[src/design/swfr_pkg.sv]
// ----------------------------------------------------------------------------
// swfr_pkg
// Shared types and constants for the stop-and-wait frame receiver: line
// codes, reply codes, verdict codes and the beat formats between the parts.
// ----------------------------------------------------------------------------
package swfr_pkg;

    // Line codes
    localparam logic [7:0] FLAG_BYTE = 8'h7E;
    localparam logic [7:0] ESC_BYTE  = 8'h7D;
    localparam logic [7:0] ESC_XOR   = 8'h20;

    // Reply codes: RR with either ack; REJ is RR xor this mask
    localparam logic [7:0] ACK_EVEN  = 8'h01;
    localparam logic [7:0] ACK_ODD   = 8'h21;
    localparam logic [7:0] REJ_XOR   = 8'h04;

    // Expected sequence numbers in the control byte
    localparam logic [7:0] SEQ_EVEN  = 8'h00;
    localparam logic [7:0] SEQ_ODD   = 8'h02;

    // Verdict codes
    localparam logic [2:0] VERDICT_ACCEPTED  = 3'd0;
    localparam logic [2:0] VERDICT_DUPLICATE = 3'd1;
    localparam logic [2:0] VERDICT_REJECTED  = 3'd2;
    localparam logic [2:0] VERDICT_BAD_DUP   = 3'd3;
    localparam logic [2:0] VERDICT_HEADER    = 3'd4;
    localparam logic [2:0] VERDICT_TOO_LONG  = 3'd5;

    // Item kinds
    localparam logic KIND_PAYLOAD = 1'b0;
    localparam logic KIND_VERDICT = 1'b1;

    // Defaults for top-level parameters
    localparam int MAX_PAYLOAD_DEF = 1024;
    localparam int QUEUE_DEPTH_DEF = 2;

    // Field widths
    localparam int LENGTH_W = 11;
    localparam int REJECT_W = 16;

    // Destuffed token from the front part
    typedef struct packed {
        logic       is_flag;  // closing/opening flag
        logic       esc;      // escape was pending when the flag arrived
        logic [7:0] data;     // destuffed byte when not a flag
    } token_t;

    // One result item
    typedef struct packed {
        logic                item_kind;
        logic [7:0]          payload_byte;
        logic [2:0]          verdict;
        logic                reply_valid;
        logic [7:0]          reply_control;
        logic [LENGTH_W-1:0] payload_length;
        logic [REJECT_W-1:0] reject_total;
    } result_t;

endpackage

[src/design/swfr_front.sv]
// ----------------------------------------------------------------------------
// swfr_front
// Takes raw line bytes, strips escapes and classifies each byte as a flag
// token or a data token for the queue.
// ----------------------------------------------------------------------------
module swfr_front (
    input  logic                 aclk,
    input  logic                 aresetn,
    input  logic                 s_tvalid,
    output logic                 s_tready,
    input  logic [7:0]           s_tdata,   // [7:0] rx_byte
    input  logic                 q_full,
    output logic                 push,
    output swfr_pkg::token_t     push_token
);

    logic escape_reg;
    logic escape_next;
    logic beat;

    assign s_tready = !q_full;
    assign beat     = s_tvalid && s_tready;

    // Classify the beat and track a pending escape
    always_comb begin
        escape_next        = escape_reg;
        push               = 1'b0;
        push_token.is_flag = 1'b0;
        push_token.esc     = 1'b0;
        push_token.data    = s_tdata;
        if (beat) begin
            if (s_tdata == swfr_pkg::FLAG_BYTE) begin
                push               = 1'b1;
                push_token.is_flag = 1'b1;
                push_token.esc     = escape_reg;
                escape_next        = 1'b0;
            end else if (escape_reg) begin
                push            = 1'b1;
                push_token.data = s_tdata ^ swfr_pkg::ESC_XOR;
                escape_next     = 1'b0;
            end else if (s_tdata == swfr_pkg::ESC_BYTE) begin
                escape_next = 1'b1;
            end else begin
                push = 1'b1;
            end
        end
    end

    always_ff @(posedge aclk) begin
        if (!aresetn) begin
            escape_reg <= 1'b0;
        end else begin
            escape_reg <= escape_next;
        end
    end

endmodule

[src/design/swfr_queue.sv]
// ----------------------------------------------------------------------------
// swfr_queue
// Short token queue between the front and back parts.
// ----------------------------------------------------------------------------
module swfr_queue #(
    parameter int DEPTH = swfr_pkg::QUEUE_DEPTH_DEF
) (
    input  logic              aclk,
    input  logic              aresetn,
    input  logic              push,
    input  swfr_pkg::token_t  push_token,
    output logic              full,
    output logic              pop_valid,
    input  logic              pop,
    output swfr_pkg::token_t  pop_token
);

    localparam int PTR_W = (DEPTH > 1) ? $clog2(DEPTH) : 1;
    localparam int CNT_W = $clog2(DEPTH + 1);
    localparam logic [PTR_W-1:0] LAST_PTR = PTR_W'(DEPTH - 1);
    localparam logic [CNT_W-1:0] FULL_CNT = CNT_W'(DEPTH);

    swfr_pkg::token_t slots_reg [DEPTH];
    logic [PTR_W-1:0] wr_ptr_reg, wr_ptr_next;
    logic [PTR_W-1:0] rd_ptr_reg, rd_ptr_next;
    logic [CNT_W-1:0] count_reg, count_next;
    logic             do_push, do_pop;

    assign full      = (count_reg == FULL_CNT);
    assign pop_valid = (count_reg != '0);
    assign pop_token = slots_reg[rd_ptr_reg];
    assign do_push   = push && !full;
    assign do_pop    = pop && pop_valid;

    // Advance pointers and occupancy
    always_comb begin
        wr_ptr_next = wr_ptr_reg;
        rd_ptr_next = rd_ptr_reg;
        count_next  = count_reg;
        if (do_push) begin
            wr_ptr_next = (wr_ptr_reg == LAST_PTR) ? '0 : wr_ptr_reg + 1'b1;
        end
        if (do_pop) begin
            rd_ptr_next = (rd_ptr_reg == LAST_PTR) ? '0 : rd_ptr_reg + 1'b1;
        end
        if (do_push && !do_pop) begin
            count_next = count_reg + 1'b1;
        end else if (do_pop && !do_push) begin
            count_next = count_reg - 1'b1;
        end
    end

    always_ff @(posedge aclk) begin
        if (!aresetn) begin
            wr_ptr_reg <= '0;
            rd_ptr_reg <= '0;
            count_reg  <= '0;
        end else begin
            wr_ptr_reg <= wr_ptr_next;
            rd_ptr_reg <= rd_ptr_next;
            count_reg  <= count_next;
        end
    end

    // Store the token
    always_ff @(posedge aclk) begin
        if (do_push) begin
            slots_reg[wr_ptr_reg] <= push_token;
        end
    end

endmodule

[src/design/swfr_back.sv]
// ----------------------------------------------------------------------------
// swfr_back
// Frame state machine: checks the header, holds back one data byte, releases
// payload, and gives the end-of-frame verdict through an output register.
// ----------------------------------------------------------------------------
module swfr_back #(
    parameter int MAX_PAYLOAD = swfr_pkg::MAX_PAYLOAD_DEF
) (
    input  logic              aclk,
    input  logic              aresetn,
    input  logic              tok_valid,
    output logic              tok_ready,
    input  swfr_pkg::token_t  tok,
    output logic              m_valid,
    input  logic              m_ready,
    output swfr_pkg::result_t m_result
);

    localparam int CNT_W = ($clog2(MAX_PAYLOAD + 1) > swfr_pkg::LENGTH_W)
                           ? $clog2(MAX_PAYLOAD + 1) : swfr_pkg::LENGTH_W;
    localparam logic [CNT_W-1:0] MAX_CNT = CNT_W'(MAX_PAYLOAD);
    localparam int RW = swfr_pkg::REJECT_W;

    // Frame phases
    localparam logic [2:0] PH_HUNT   = 3'd0;
    localparam logic [2:0] PH_ADDR   = 3'd1;
    localparam logic [2:0] PH_CTRL   = 3'd2;
    localparam logic [2:0] PH_BCC1   = 3'd3;
    localparam logic [2:0] PH_DATA   = 3'd4;
    localparam logic [2:0] PH_BADHDR = 3'd5;
    localparam logic [2:0] PH_LONG   = 3'd6;

    logic [2:0]       phase_reg, phase_next;
    logic [7:0]       addr_reg, addr_next;
    logic [7:0]       ctrl_reg, ctrl_next;
    logic [7:0]       xor_reg, xor_next;
    logic [7:0]       held_reg, held_next;
    logic             held_valid_reg, held_valid_next;
    logic [CNT_W-1:0] count_reg, count_next;
    logic             ack_reg, ack_next;
    logic [RW-1:0]    rej_reg, rej_next;
    logic             out_valid_reg, out_valid_next;
    swfr_pkg::result_t out_reg, out_next;

    logic             take;
    logic             emit;
    logic             bad;
    logic             is_new;
    logic [7:0]       ack_code;
    logic [7:0]       new_ack_code;
    logic [7:0]       expected;
    logic [RW-1:0]    rej_inc;
    logic [CNT_W-1:0] count_inc;

    assign tok_ready = !out_valid_reg || m_ready;
    assign take      = tok_valid && tok_ready;
    assign m_valid   = out_valid_reg;
    assign m_result  = out_reg;

    assign ack_code     = ack_reg ? swfr_pkg::ACK_ODD : swfr_pkg::ACK_EVEN;
    assign new_ack_code = ack_reg ? swfr_pkg::ACK_EVEN : swfr_pkg::ACK_ODD;
    assign expected     = ack_reg ? swfr_pkg::SEQ_ODD : swfr_pkg::SEQ_EVEN;
    assign is_new       = (ctrl_reg == expected);
    assign bad          = !held_valid_reg || tok.esc || (xor_reg != held_reg);
    assign rej_inc      = (rej_reg != {RW{1'b1}}) ? rej_reg + 1'b1 : rej_reg;
    assign count_inc    = count_reg + 1'b1;

    // Advance the frame state on each token
    always_comb begin
        phase_next      = phase_reg;
        addr_next       = addr_reg;
        ctrl_next       = ctrl_reg;
        xor_next        = xor_reg;
        held_next       = held_reg;
        held_valid_next = held_valid_reg;
        count_next      = count_reg;
        ack_next        = ack_reg;
        rej_next        = rej_reg;
        emit            = 1'b0;

        out_next.item_kind      = swfr_pkg::KIND_VERDICT;
        out_next.payload_byte   = 8'h00;
        out_next.verdict        = swfr_pkg::VERDICT_ACCEPTED;
        out_next.reply_valid    = 1'b0;
        out_next.reply_control  = 8'h00;
        out_next.payload_length = count_reg[swfr_pkg::LENGTH_W-1:0];
        out_next.reject_total   = rej_reg;

        if (take) begin
            if (tok.is_flag) begin
                emit = 1'b1;
                case (phase_reg)
                    PH_CTRL, PH_BCC1, PH_BADHDR: begin
                        out_next.verdict = swfr_pkg::VERDICT_HEADER;
                    end
                    PH_LONG: begin
                        out_next.verdict = swfr_pkg::VERDICT_TOO_LONG;
                    end
                    PH_DATA: begin
                        out_next.reply_valid = 1'b1;
                        if (!bad && is_new) begin
                            ack_next               = !ack_reg;
                            out_next.verdict       = swfr_pkg::VERDICT_ACCEPTED;
                            out_next.reply_control = new_ack_code;
                        end else if (!bad) begin
                            out_next.verdict       = swfr_pkg::VERDICT_DUPLICATE;
                            out_next.reply_control = ack_code;
                        end else if (is_new) begin
                            rej_next               = rej_inc;
                            out_next.verdict       = swfr_pkg::VERDICT_REJECTED;
                            out_next.reply_control = ack_code ^ swfr_pkg::REJ_XOR;
                            out_next.reject_total  = rej_inc;
                        end else begin
                            out_next.verdict       = swfr_pkg::VERDICT_BAD_DUP;
                            out_next.reply_control = ack_code;
                        end
                    end
                    default: begin
                        emit = 1'b0;
                    end
                endcase
                // Open a fresh frame
                phase_next      = PH_ADDR;
                addr_next       = 8'h00;
                ctrl_next       = 8'h00;
                xor_next        = 8'h00;
                held_next       = 8'h00;
                held_valid_next = 1'b0;
                count_next      = '0;
            end else begin
                case (phase_reg)
                    PH_ADDR: begin
                        addr_next  = tok.data;
                        phase_next = PH_CTRL;
                    end
                    PH_CTRL: begin
                        ctrl_next  = tok.data;
                        phase_next = PH_BCC1;
                    end
                    PH_BCC1: begin
                        phase_next = ((addr_reg ^ ctrl_reg) == tok.data) ? PH_DATA : PH_BADHDR;
                    end
                    PH_DATA: begin
                        if (!held_valid_reg) begin
                            held_next       = tok.data;
                            held_valid_next = 1'b1;
                        end else if (count_reg >= MAX_CNT) begin
                            phase_next = PH_LONG;
                        end else begin
                            // Release the held byte, hold the new one
                            emit                    = 1'b1;
                            xor_next                = xor_reg ^ held_reg;
                            count_next              = count_inc;
                            held_next               = tok.data;
                            out_next.item_kind      = swfr_pkg::KIND_PAYLOAD;
                            out_next.payload_byte   = held_reg;
                            out_next.payload_length = count_inc[swfr_pkg::LENGTH_W-1:0];
                        end
                    end
                    default: begin
                        // drop bytes while hunting or discarding
                    end
                endcase
            end
        end

        // Output register: load, drain or hold
        if (emit) begin
            out_valid_next = 1'b1;
        end else if (m_ready) begin
            out_valid_next = 1'b0;
        end else begin
            out_valid_next = out_valid_reg;
        end
    end

    always_ff @(posedge aclk) begin
        if (!aresetn) begin
            phase_reg      <= PH_HUNT;
            addr_reg       <= 8'h00;
            ctrl_reg       <= 8'h00;
            xor_reg        <= 8'h00;
            held_reg       <= 8'h00;
            held_valid_reg <= 1'b0;
            count_reg      <= '0;
            ack_reg        <= 1'b0;
            rej_reg        <= '0;
            out_valid_reg  <= 1'b0;
        end else begin
            phase_reg      <= phase_next;
            addr_reg       <= addr_next;
            ctrl_reg       <= ctrl_next;
            xor_reg        <= xor_next;
            held_reg       <= held_next;
            held_valid_reg <= held_valid_next;
            count_reg      <= count_next;
            ack_reg        <= ack_next;
            rej_reg        <= rej_next;
            out_valid_reg  <= out_valid_next;
        end
    end

    // Load the result payload
    always_ff @(posedge aclk) begin
        if (emit) begin
            out_reg <= out_next;
        end
    end

endmodule

[src/design/stop_and_wait_frame_receiver_core.sv]
// ----------------------------------------------------------------------------
// stop_and_wait_frame_receiver_core
// Receives line bytes, removes escapes, checks frames and releases payload
// bytes and end-of-frame verdicts with the RR/REJ reply code.
//
//   channel | dir | beat carries
//   s_      | in  | one raw line byte
//   m_      | out | payload byte (tuser 0) or frame verdict (tuser 1)
//
// One line byte is taken per cycle while the token queue is not full. The
// byte is written to a queue slot at the edge that takes it; the back part
// then pops the token and, when it yields a result, loads the output register
// that drives m_tvalid. The front part stalls only when the token queue is
// full; the back part stalls only while its output register holds a result
// not yet taken. Reset is synchronous and active low.
// ----------------------------------------------------------------------------
module stop_and_wait_frame_receiver_core #(
    parameter int MAX_PAYLOAD = swfr_pkg::MAX_PAYLOAD_DEF,
    parameter int QUEUE_DEPTH = swfr_pkg::QUEUE_DEPTH_DEF
) (
    input  logic        aclk,
    input  logic        aresetn,
    input  logic        s_tvalid,
    output logic        s_tready,
    input  logic [7:0]  s_tdata,   // [7:0] rx_byte
    output logic        m_tvalid,
    input  logic        m_tready,
    output logic [47:0] m_tdata,   // [7:0] payload_byte, [10:8] verdict,
                                   // [11] reply_valid, [19:12] reply_control,
                                   // [30:20] payload_length, [46:31] reject_total
    output logic        m_tuser    // [0] item_kind
);

    logic              q_full;
    logic              push;
    swfr_pkg::token_t  push_token;
    logic              pop_valid;
    logic              pop;
    swfr_pkg::token_t  pop_token;
    swfr_pkg::result_t result;

    swfr_front u_front (
        .aclk       (aclk),
        .aresetn    (aresetn),
        .s_tvalid   (s_tvalid),
        .s_tready   (s_tready),
        .s_tdata    (s_tdata),
        .q_full     (q_full),
        .push       (push),
        .push_token (push_token)
    );

    swfr_queue #(
        .DEPTH (QUEUE_DEPTH)
    ) u_queue (
        .aclk       (aclk),
        .aresetn    (aresetn),
        .push       (push),
        .push_token (push_token),
        .full       (q_full),
        .pop_valid  (pop_valid),
        .pop        (pop),
        .pop_token  (pop_token)
    );

    swfr_back #(
        .MAX_PAYLOAD (MAX_PAYLOAD)
    ) u_back (
        .aclk      (aclk),
        .aresetn   (aresetn),
        .tok_valid (pop_valid),
        .tok_ready (pop),
        .tok       (pop_token),
        .m_valid   (m_tvalid),
        .m_ready   (m_tready),
        .m_result  (result)
    );

    // Pack the result beat
    assign m_tuser = result.item_kind;
    assign m_tdata = {1'b0,
                      result.reject_total,
                      result.payload_length,
                      result.reply_control,
                      result.reply_valid,
                      result.verdict,
                      result.payload_byte};

endmodule

[config.mk]
export PLATFORM = sky130hd
export DESIGN_NAME = stop_and_wait_frame_receiver_core
export DESIGN_NICKNAME = d
export VERILOG_FILES = /design/src/design/swfr_pkg.sv /design/src/design/swfr_front.sv /design/src/design/swfr_queue.sv /design/src/design/swfr_back.sv /design/src/design/stop_and_wait_frame_receiver_core.sv
export SDC_FILE = /design/constraint.sdc
export NUM_CORES = 1
export LEC_CHECK = 0
export ABC_AREA = 1
export BUFFER_PORTS_ARGS = -buffer_cell sky130_fd_sc_hd__buf_2
export CAP_MARGIN = 20
export CELL_PAD_IN_SITES_DETAIL_PLACEMENT = 1
export CELL_PAD_IN_SITES_GLOBAL_PLACEMENT = 2
export CORE_MARGIN = 1
export CORE_UTILIZATION = 38
export CTS_CLUSTER_SIZE = 25
export DETAILED_ROUTE_END_ITERATION = 10
export PLACE_DENSITY = 0.9
export SLEW_MARGIN = 0
export SYNTH_ARGS = -nofsm -noshare
export SYNTH_HDL_FRONTEND = slang
export SYNTH_SLANG_ARGS = --single-unit
[constraint.sdc]
create_clock -name aclk -period 5.7 [get_ports aclk]
set_input_delay 0.855 -clock aclk [delete_from_list [all_inputs] [get_ports aclk]]
set_output_delay 0.855 -clock aclk [all_outputs]
set_load 0.01 [all_outputs]
==> results of run 1 <==
-- worst min path at each step --
stage                                    startpoint                              end  slack (ps)  cells past startpoint
finish              u_queue.rd_ptr_reg$_SDFFE_PN0P_  u_queue.rd_ptr_reg$_SDFFE_PN0P_         470                      1
floorplan           u_queue.rd_ptr_reg$_SDFFE_PN0P_                        flip-flop         430                      1
CTS                 u_queue.rd_ptr_reg$_SDFFE_PN0P_  u_queue.rd_ptr_reg$_SDFFE_PN0P_         480                      1
detailed placement  u_queue.rd_ptr_reg$_SDFFE_PN0P_                        flip-flop         470                      1
global placement    u_queue.rd_ptr_reg$_SDFFE_PN0P_  u_queue.rd_ptr_reg$_SDFFE_PN0P_         430                      1
global route        u_back.addr_reg[7]$_SDFFE_PN0P_  u_back.addr_reg[7]$_SDFFE_PN0P_         500                      2
-- kinds of logic (layout without fill, tap and decap cells) --
kind of cell | after synthesis | count (layout) | share of synthesized area
adders and majority gates | 4 | 4 | 0.008404
buffers and inverters | 94 | 166 | 0.06554
DFF | 134 | 134 | 0.5563
and+or+nand+nor | 345 | 345 | 0.2550
xor gates and xnor gates | 17 | 17 | 0.02500
AOI/OAI and AO/OA | 101 | 101 | 0.08908
other | 1 | 6 | 0.0006296
-- worst register-to-register path: cells and delay by family, from the launching register on --
kind	cells	cell delay [ps]
flip-flops	1	540
AO/OA/AOI/OAI	1	140
AND/OR/NAND/NOR	2	420
buffers and inverters	4	1080
-- power groups by stage --
stage | clock [mW] | combinational (mW) | sequential (mW)
after floorplan | 0 | 0.501 | 1.30
after global placement | 0 | 0.738 | 1.28
after detailed placement | 0 | 0.773 | 1.29
after CTS | 1.02 | 0.779 | 1.27
after global routing | 1.06 | 0.866 | 1.28
final | 1.00 | 0.764 | 1.26
-- final cells by class --
| class | count | area share |
|---|---|---|
| Clock buffer | 21 | 0.06469 |
| Clock inverter | 11 | 0.01204 |
| Inverter | 76 | 0.04097 |
| Multi-Input combinational cell | 473 | 0.3261 |
| Sequential cell | 134 | 0.4758 |
| Tap cell | 211 | 0.03792 |
| Timing Repair Buffer | 58 | 0.04241 |
-- synth_stat cells, drive strengths merged --
library cell    n
a31oi           2
nor3b           1
dfxtp          71
a21o            1
nor4            1
nand2         191
nor2           86
nand4          11
nand3b          7
buf             9
conb            1
inv            75
nor3           13
o21a            1
xnor2           7
clkbuf          9
nand3          34
ha              4
clkinv          1
or2             1
edfxtp         63
o21ai          39
xor2           10
a21oi          57
a211oi          1
-- per-layer routing --
layer / vias to the layer above / wire length (um) / track usage
met5: - / 0 / 0
met4: 0 / 233 / 0.07563
met3: 21 / 402 / 0.04564
met2: 58 / 7643 / 0.3562
met1: 2318 / 6412 / 0.2273
li1: 2405 / - / -
-- metrics by stage --
step	instances	hold slack [ps]	worst slack (ps)	instance area, um^2	util
4_1_cts	984	482.6	3086	6963	0.4563
3_5_place_dp	952	470.5	2941	6429	0.4213
5_1_grt	984	504.0	2811	6963	0.4563
2_1_floorplan	701	425.5	2904	5974	-
6_report	984	471.7	3116	6963	0.4563
3_3_place_gp	952	434.9	3037	6429	0.4213
==> results_dict.tcl, run 1 <==
set metrics [dict create \
    r2r-end "u_back.m_result[42]$_SDFFCE_PP0P_" \
    rr_worst_depth 7 \
    drt_iter0_markers 235 \
    root_buffer "clkbuf_16" \
    wl_per_cell_um 14.93 \
    drive_above_1_share 0.1410 \
    cts_setup_buffers 0 \
    synth-seq-cells 134 \
    clockBufferDepth 2 \
    drc 0 \
    n_fill_cell 1842 \
    fin_worst_skew_ps 10.67 \
    vias_per_cell 4.880 \
    largest_reg_flops 43 \
    synthDistinctLibCells 39 \
    mostFrequentLayoutCells "187 x nand2_1, 81 x nor2_1, 71 x dfxtp_1" \
    hold_viol 0 \
    sw_frac_of_total 0.3386 \
    yosys_warnings 0 \
    grt_max_degree 47 \
    peakVddDrop_mv 0.1865 \
    syn_inst 696 \
    setup_viol 0 \
    cts-resized-gates 0 \
    num_rows 45 \
    hp-class "flip-flop to flip-flop" \
    clock_power_share 0.331 \
    register_area_um2 3313 \
    firstDrtPassIters 4 \
    fin_crit_ps 2584 \
    synth_top_area_frac 0.3176 \
    start_util 0.3903 \
    clock_sinks 134 \
    top_level_ports 63 \
    cts_buffers 17 \
    finalPower_mw 3.031 \
    cp_data_arrival_time_ps 2640 \
    slew_violations 0 \
    multi_input_area_um2 2271 \
    worstMarginPinSlew_ps 859.4 \
    clkLatencyLatePin_ps 430 \
    dpl.hpwl_mm 10.54 \
    fin_tns_setup_ps 0 \
    via_count 4802 \
    cp_num_cells 7 \
    ys_seq_area_frac 0.5563 \
    cts_tree "built" \
    fp.dieArea_um2 16180 \
    end_kind "flip-flop" \
    setup.worst_path.end "u_back.m_result[42]$_SDFFCE_PP0P_" \
    finalCritPeriodShare 0.4533 \
    combPwrFrac 0.252 \
    synth_area_um2 5956 \
    drt_wl_total_mm 14.69 \
    maxCapViolations 0 \
    postCtsHoldBufs 0 \
    antennaDiodeCount 0 \
    synth_area_leaders "edfxtp_1 32%, dfxtp_1 24%, nand2_1 12%, nor2_1 5.1%, a21oi_1 4.6%" \
    area_growth_pct 16.91 \
    place.gp.congestion 0.8105 \
    layout_commonest_cell "nand2_1" \
    p_sw_mw 1.026 \
    core-area_um2 15260 \
    antenna_found_initial 0 \
    path_cells "inv_2, nand2_1, nand2_1, inv_1, o21ai_0, inv_1, buf_4" \
    crit_required_ps 5760 \
    yosys.area.top_type "edfxtp_1" \
    worstSetupStartpointType "flip-flop" \
    status "finished clean" \
    critical_path_class "flip-flop to flip-flop" \
    slowest_stage "dfxtp_1" \
    io_buffer_count 56 \
    cellLeakagePower_nw 2.808 \
    die_h_um 127.2 \
    path_clk_slew_ps 60 \
    rsz0062_at_grt "no" \
    power.density_nw_per_um2 435.3 \
    avgSynthCellArea_um2 8.557 \
    htree_levels 4 \
    die_w_um 127.2 \
    cp_num_buf_inv 4 \
    critPathMaxFanout 44 \
    fin_nets 776 \
    grt_usage 0.1976 \
    cpPeakStageDelay_ps 540 \
    sequentialPowerShare 0.417 \
    overflow 0 \
    grt_pass1_wl_mm 24.84 \
    grt_pass1_vias 5158 \
    ant_nets 0 \
    fmax_mhz 387.0 \
    p_int_mw 2.005 \
    crit_family "buffers and inverters" \
    relSlewSlack 0.4249 \
    r2r_slack_ps 3120 \
]
Power figures use the tool's default switching activity.
==> inputs of run 2 (changes only) <==
--- a/config.mk
+++ b/config.mk
@@ -11,10 +11,10 @@
 export CELL_PAD_IN_SITES_DETAIL_PLACEMENT = 1
 export CELL_PAD_IN_SITES_GLOBAL_PLACEMENT = 2
 export CORE_MARGIN = 1
-export CORE_UTILIZATION = 38
+export CORE_UTILIZATION = 32
 export CTS_CLUSTER_SIZE = 25
 export DETAILED_ROUTE_END_ITERATION = 10
-export PLACE_DENSITY = 0.9
+export PLACE_DENSITY = 0.81
 export SLEW_MARGIN = 0
 export SYNTH_ARGS = -nofsm -noshare
 export SYNTH_HDL_FRONTEND = slang
==> constraint.sdc (replaced) <==
create_clock -name aclk -period 2.1 [get_ports aclk]
set_input_delay 0.315 -clock aclk [delete_from_list [all_inputs] [get_ports aclk]]
set_output_delay 0.315 -clock aclk [all_outputs]
set_load 0.01 [all_outputs]
==> run 2 against run 1 <==
Compared with the run above:
- the flow now finishes with violations (design-rule violations)
- final cell count increased by 3.9%
- total power rose to 2.8 times the previous value
- sequential power rose to 2.7 times the previous value
- combinational power grew to 3.0 times the previous value
- non-clock buffer count rose by 19
- clock skew down 2.7 ps
- flip-flop and latch count unchanged
- critical path depth is 2 higher
- routed wire length rose by 3.3%
- register-to-register slack lost 3000 ps
- core utilization shrank 5.8 points
- highest routed layer unchanged
==> results_dict.tcl, run 2 (synthesis gave the netlist of run 1 again) <==
set metrics [dict create \
    rsz0062_at_grt "no" \
    fin_tns_setup_ps 0 \
    grt_max_degree 37 \
    setup_viol 0 \
    overflow 0 \
    end_kind "flip-flop" \
    top_level_ports 63 \
    cp_data_arrival_time_ps 2100 \
    busiest_layer "met2" \
    gr-usage-met2 0.2963 \
    fin_crit_ps 1954 \
    critPathMaxFanout 8 \
    critical_path_class "flip-flop to flip-flop" \
    antennaDiodeCount 0 \
    peakVddDrop_mv 0.7133 \
    n_fill_cell 2124 \
    register_area_um2 3314 \
    clkLatencyLatePin_ps 420 \
    violations "design-rule violations" \
    drt_iter0_markers 196 \
    relSlewSlack 0.6713 \
    slew_violations 0 \
    ant_nets 0 \
    finalPower_mw 8.578 \
    use_met1 0.1961 \
    via_count 4885 \
    num_rows 49 \
    drive_above_1_share 0.1728 \
    crit_required_ps 2240 \
    finalCritPeriodShare 0.9306 \
    grt_pass1_wl_mm 25.19 \
    die_h_um 138.4 \
    grt_pass1_vias 5083 \
    io_buffer_count 56 \
    mostFrequentLayoutCells "187 x nand2_1, 80 x nor2_1, 70 x dfxtp_1" \
    clock_sinks 134 \
    fp.dieArea_um2 19160 \
    root_buffer "clkbuf_16" \
    hp-class "input pin to flip-flop" \
    htree_levels 4 \
    place_ws_ps 119.0 \
    status "finished with violations" \
    clockBufferDepth 2 \
    fmax_mhz 511.7 \
    power.density_nw_per_um2 1192 \
    area_growth_pct 20.86 \
    worst_slack_ps 145.8 \
    cts_tree "built" \
    fin_worst_skew_ps 7.943 \
    hold_viol 0 \
    grt_usage 0.1673 \
    grt_use_met3 0.03776 \
    drc 10 \
    layout_commonest_cell "nand2_1" \
    cellLeakagePower_nw 2.931 \
    dpl.hpwl_mm 11.10 \
    cts_setup_buffers 0 \
    core-area_um2 18090 \
    worstSetupStartpointType "flip-flop" \
    worstMarginPinSlew_ps 488.0 \
    multi_input_area_um2 2292 \
    largest_reg_flops 43 \
    die_w_um 138.4 \
    maxCapViolations 0 \
    vias_per_cell 4.780 \
    cts-resized-gates 0 \
    path_clk_slew_ps 60 \
    wl_per_cell_um 14.85 \
    postCtsHoldBufs 0 \
    firstDrtPassIters 7 \
    fin_nets 796 \
    start_util 0.3293 \
    place.gp.congestion 0.7883 \
    cts_buffers 17 \
    drt_wl_total_mm 15.17 \
    antenna_found_initial 0 \
]
## run 2: critical path: stages, from the launching register on
cell and delay [ps]:
dfxtp_1 350, nor2_1 190, nand2_2 160, inv_2 130, nand4_4 110, buf_4 190
inv_1 80, nand2_1 90, o21ai_0 210, o21ai_0 160
## run 2: final timing paths
kind | startpoint | endpoint | slack (ps) | cells past startpoint
worst max-delay path | u_back.phase_reg[1]$_SDFFE_PN0P_ | u_back.m_result[18]$_DFFE_PP_ | 150 | 9
worst min-delay path | s_tdata[4] | u_queue.slots_reg[0][4]$_DFFE_PP_ | 100 | 1
worst max register to register | u_back.phase_reg[1]$_SDFFE_PN0P_ | u_back.m_result[18]$_DFFE_PP_ | 150 | 9
worst min register to register | u_queue.rd_ptr_reg$_SDFFE_PN0P_ | flip-flop | 450 | 1
## run 2: report_power, final
group	switching (mW)	total [mW]	internal (mW)	leakage, nW
clock network	1.11	2.83	1.73	0.290
logic	1.59	2.33	0.744	1.48
registers	0.196	3.41	3.22	1.17
total	2.89	8.58	5.69	2.93
## run 2: cell type report
class	count	area share
Clock inverter	8	0.005736
Timing Repair Buffer	77	0.06258
Tap cell	229	0.03981
Sequential cell	134	0.4605
Multi-Input combinational cell	474	0.3184
Inverter	76	0.04015
Clock buffer	24	0.07283
## run 2: per-stage QoR
stage               instance area [um^2]  instances  utilization  hold slack (ps)
global route                        7198       1022       0.3980            87.22
floorplan                           5981        701            -            413.9
finish                              7198       1022       0.3980            97.97
global placement                    6613        989       0.3656            436.1
detailed placement                  6613        989       0.3656            453.3
CTS                                 7178       1021       0.3969            81.58
## run 2: routing by layer
metal | up-vias | part of all wire
met5 | - | 0
met4 | 0 | 0.015
met3 | 18 | 0.029
met2 | 62 | 0.50
met1 | 2366 | 0.46
li1 | 2439 | -
==> inputs of run 3 (changes only) <==
--- a/config.mk
+++ b/config.mk
@@ -14,7 +14,8 @@
 export CORE_UTILIZATION = 32
 export CTS_CLUSTER_SIZE = 25
 export DETAILED_ROUTE_END_ITERATION = 10
-export PLACE_DENSITY = 0.81
+export PLACE_DENSITY_LB_ADDON = 0.15
+export REMOVE_ABC_BUFFERS = 1
 export SLEW_MARGIN = 0
 export SYNTH_ARGS = -nofsm -noshare
 export SYNTH_HDL_FRONTEND = slang
==> run 3 against run 2 <==
Compared with the run above:
- the run still ends with design-rule violations left
- largest power group unchanged
- register-to-register slack got worse by 50 ps
- clock skew decreased by 2.5 ps
- highest routed layer unchanged
- routed wire length increased by 0.71%
==> results_dict.tcl, run 3 (synthesis gave the netlist of run 1 again) <==
set metrics [dict create \
    clock_sinks 134 \
    r2r-start "u_back.rej_reg[1]$_SDFFE_PN0P_" \
    slowest_stage "dfxtp_1" \
    drive_above_1_share 0.1673 \
    grt_max_degree 37 \
    crit_start "u_back.rej_reg[1]$_SDFFE_PN0P_" \
    rr_worst_depth 12 \
    critPathMaxFanout 11 \
    path_cells "ha_2, nand3_1, nor2_4, nand2_1, nor2_1, nand2_1, nand2_4, nor2_4, nand2_1, nand2_1, nand2_1, inv_1" \
    place.gp.congestion 0.7659 \
    overflow 0 \
    p_sw_mw 2.848 \
    grt_pass1_wl_mm 25.16 \
    htree_levels 4 \
    slew_violations 0 \
    n_fill_cell 2153 \
    cellLeakagePower_nw 2.921 \
    ant_nets 0 \
    whs_path_depth 1 \
    root_buffer "clkbuf_16" \
    power.density_nw_per_um2 1188 \
    hp-class "input pin to flip-flop" \
    antennaDiodeCount 0 \
    grt_usage 0.1666 \
    via_count 4813 \
    die_h_um 138.4 \
    maxCapViolations 0 \
    utilization 0.3974 \
    critical_path_class "flip-flop to flip-flop" \
    crit_required_ps 2270 \
    finalPower_mw 8.540 \
    clockBufferDepth 2 \
    drt_wl_total_mm 15.28 \
    fin_crit_ps 2002 \
    violations "design-rule violations" \
    firstDrtPassIters 7 \
    hp-start "s_tdata[2]" \
    top_level_ports 63 \
    grt_pass1_vias 5062 \
    dpl.hpwl_mm 11.19 \
    worst_path_most_repeated_cell "nand2_1" \
    r2r-end "u_back.m_result[10]$_DFFE_PP_" \
    io_buffer_count 56 \
    relSlewSlack 0.6551 \
    clock_power_share 0.325 \
    mostFrequentLayoutCells "187 x nand2_1, 79 x nor2_1, 70 x dfxtp_1" \
    min_to "u_queue.slots_reg[0][2]$_DFFE_PP_" \
    wl_per_cell_um 14.92 \
    cpPeakStageDelay_ps 380 \
    status "finished with violations" \
    p_int_mw 5.692 \
    path_clk_slew_ps 50 \
    worstSetupStartpointType "flip-flop" \
    sw_frac_of_total 0.3335 \
    whs_ps 109.2 \
    drc 10 \
    cts_buffers 17 \
    start_util 0.3293 \
    cp_data_arrival_time_ps 2170 \
    area_growth_pct 20.69 \
    drt_iter0_markers 135 \
    peakVddDrop_mv 0.6028 \
    clkLatencyLatePin_ps 410 \
    setup_viol 0 \
    die_w_um 138.4 \
    hold_viol 0 \
    r2r_slack_ps 100 \
    fmax_mhz 499.6 \
    fin_nets 798 \
    finalCritPeriodShare 0.9532 \
    layout_commonest_cell "nand2_1" \
    antenna_found_initial 0 \
    vias_per_cell 4.700 \
    sequentialPowerShare 0.399 \
    largest_reg_flops 43 \
    combPwrFrac 0.276 \
    worstMarginPinSlew_ps 516.8 \
    num_rows 49 \
    end_kind "flip-flop" \
    cts_tree "built" \
    core-area_um2 18090 \
    fp.dieArea_um2 19160 \
    fin_worst_skew_ps 5.425 \
]
run 3: per-layer routing:
layer  up-vias  GRT usage  share of wire
li1       2442          -              -
met1      2290     0.2000           0.47
met2        67     0.2936           0.49
met3        14    0.03291          0.024
met4         0    0.06328          0.015
met5         -          0              0
run 3: cell type report:
type | instances | area [um^2] | area share
Sequential cell | 134 | 3314 | 0.4611
Clock buffer | 28 | 496.7 | 0.06910
Multi-Input combinational cell | 474 | 2295 | 0.3192
Timing Repair Buffer | 79 | 465.4 | 0.06475
Inverter | 76 | 285.3 | 0.03969
Tap cell | 229 | 286.5 | 0.03986
Clock inverter | 4 | 45.04 | 0.006266
run 3: worst max path at each step:
stage | to | slack (ps) | depth (start not counted)
global route | u_back.m_result[10]$_DFFE_PP_ | -10 | 12
CTS | u_back.m_result[10]$_DFFE_PP_ | 80 | 11
finish | u_back.m_result[10]$_DFFE_PP_ | 100 | 12
floorplan | u_back.m_result[0]$_DFFE_PP_ | -440 | 6
global placement | u_back.m_result[10]$_DFFE_PP_ | 150 | 11
detailed placement | u_back.m_result[10]$_DFFE_PP_ | 90 | 11
run 3: stage by stage:
stage / setup TNS (ps) / setup WS, ps / cells / cell area (um^2)
floorplan: -19170 / -439.2 / 683 / 5869
global placement: 0 / 151.8 / 989 / 6606
detailed placement: 0 / 85.11 / 989 / 6606
CTS: 0 / 83.13 / 1021 / 7148
global route: -11.08 / -11.08 / 1024 / 7188
finish: 0 / 98.36 / 1024 / 7188
run 3: timing repair:
action                                  in CTS  in global routing
resized for setup                            0                  5
endpoints found under the setup margin       0                 17
buffers inserted                             0                  2
hold buffers                                 0                  0
run 3: critical path: cells and delay by family (launching register included):
family,cells,cell delay (ps)
buffers and inverters,1,40
and+or+nand+nor,10,1110
adders and majority gates,1,220
DFF,1,380
run 3: power by group through the flow:
| stage | sequential, mW | combinational, mW | clock (mW) |
|---|---|---|---|
| finish | 3.41 | 2.36 | 2.77 |
| global placement | 3.44 | 2.34 | 0 |
| detailed placement | 3.47 | 2.38 | 0 |
| global route | 3.46 | 2.64 | 2.96 |
| CTS | 3.42 | 2.39 | 2.86 |
| floorplan | 3.54 | 1.32 | 0 |
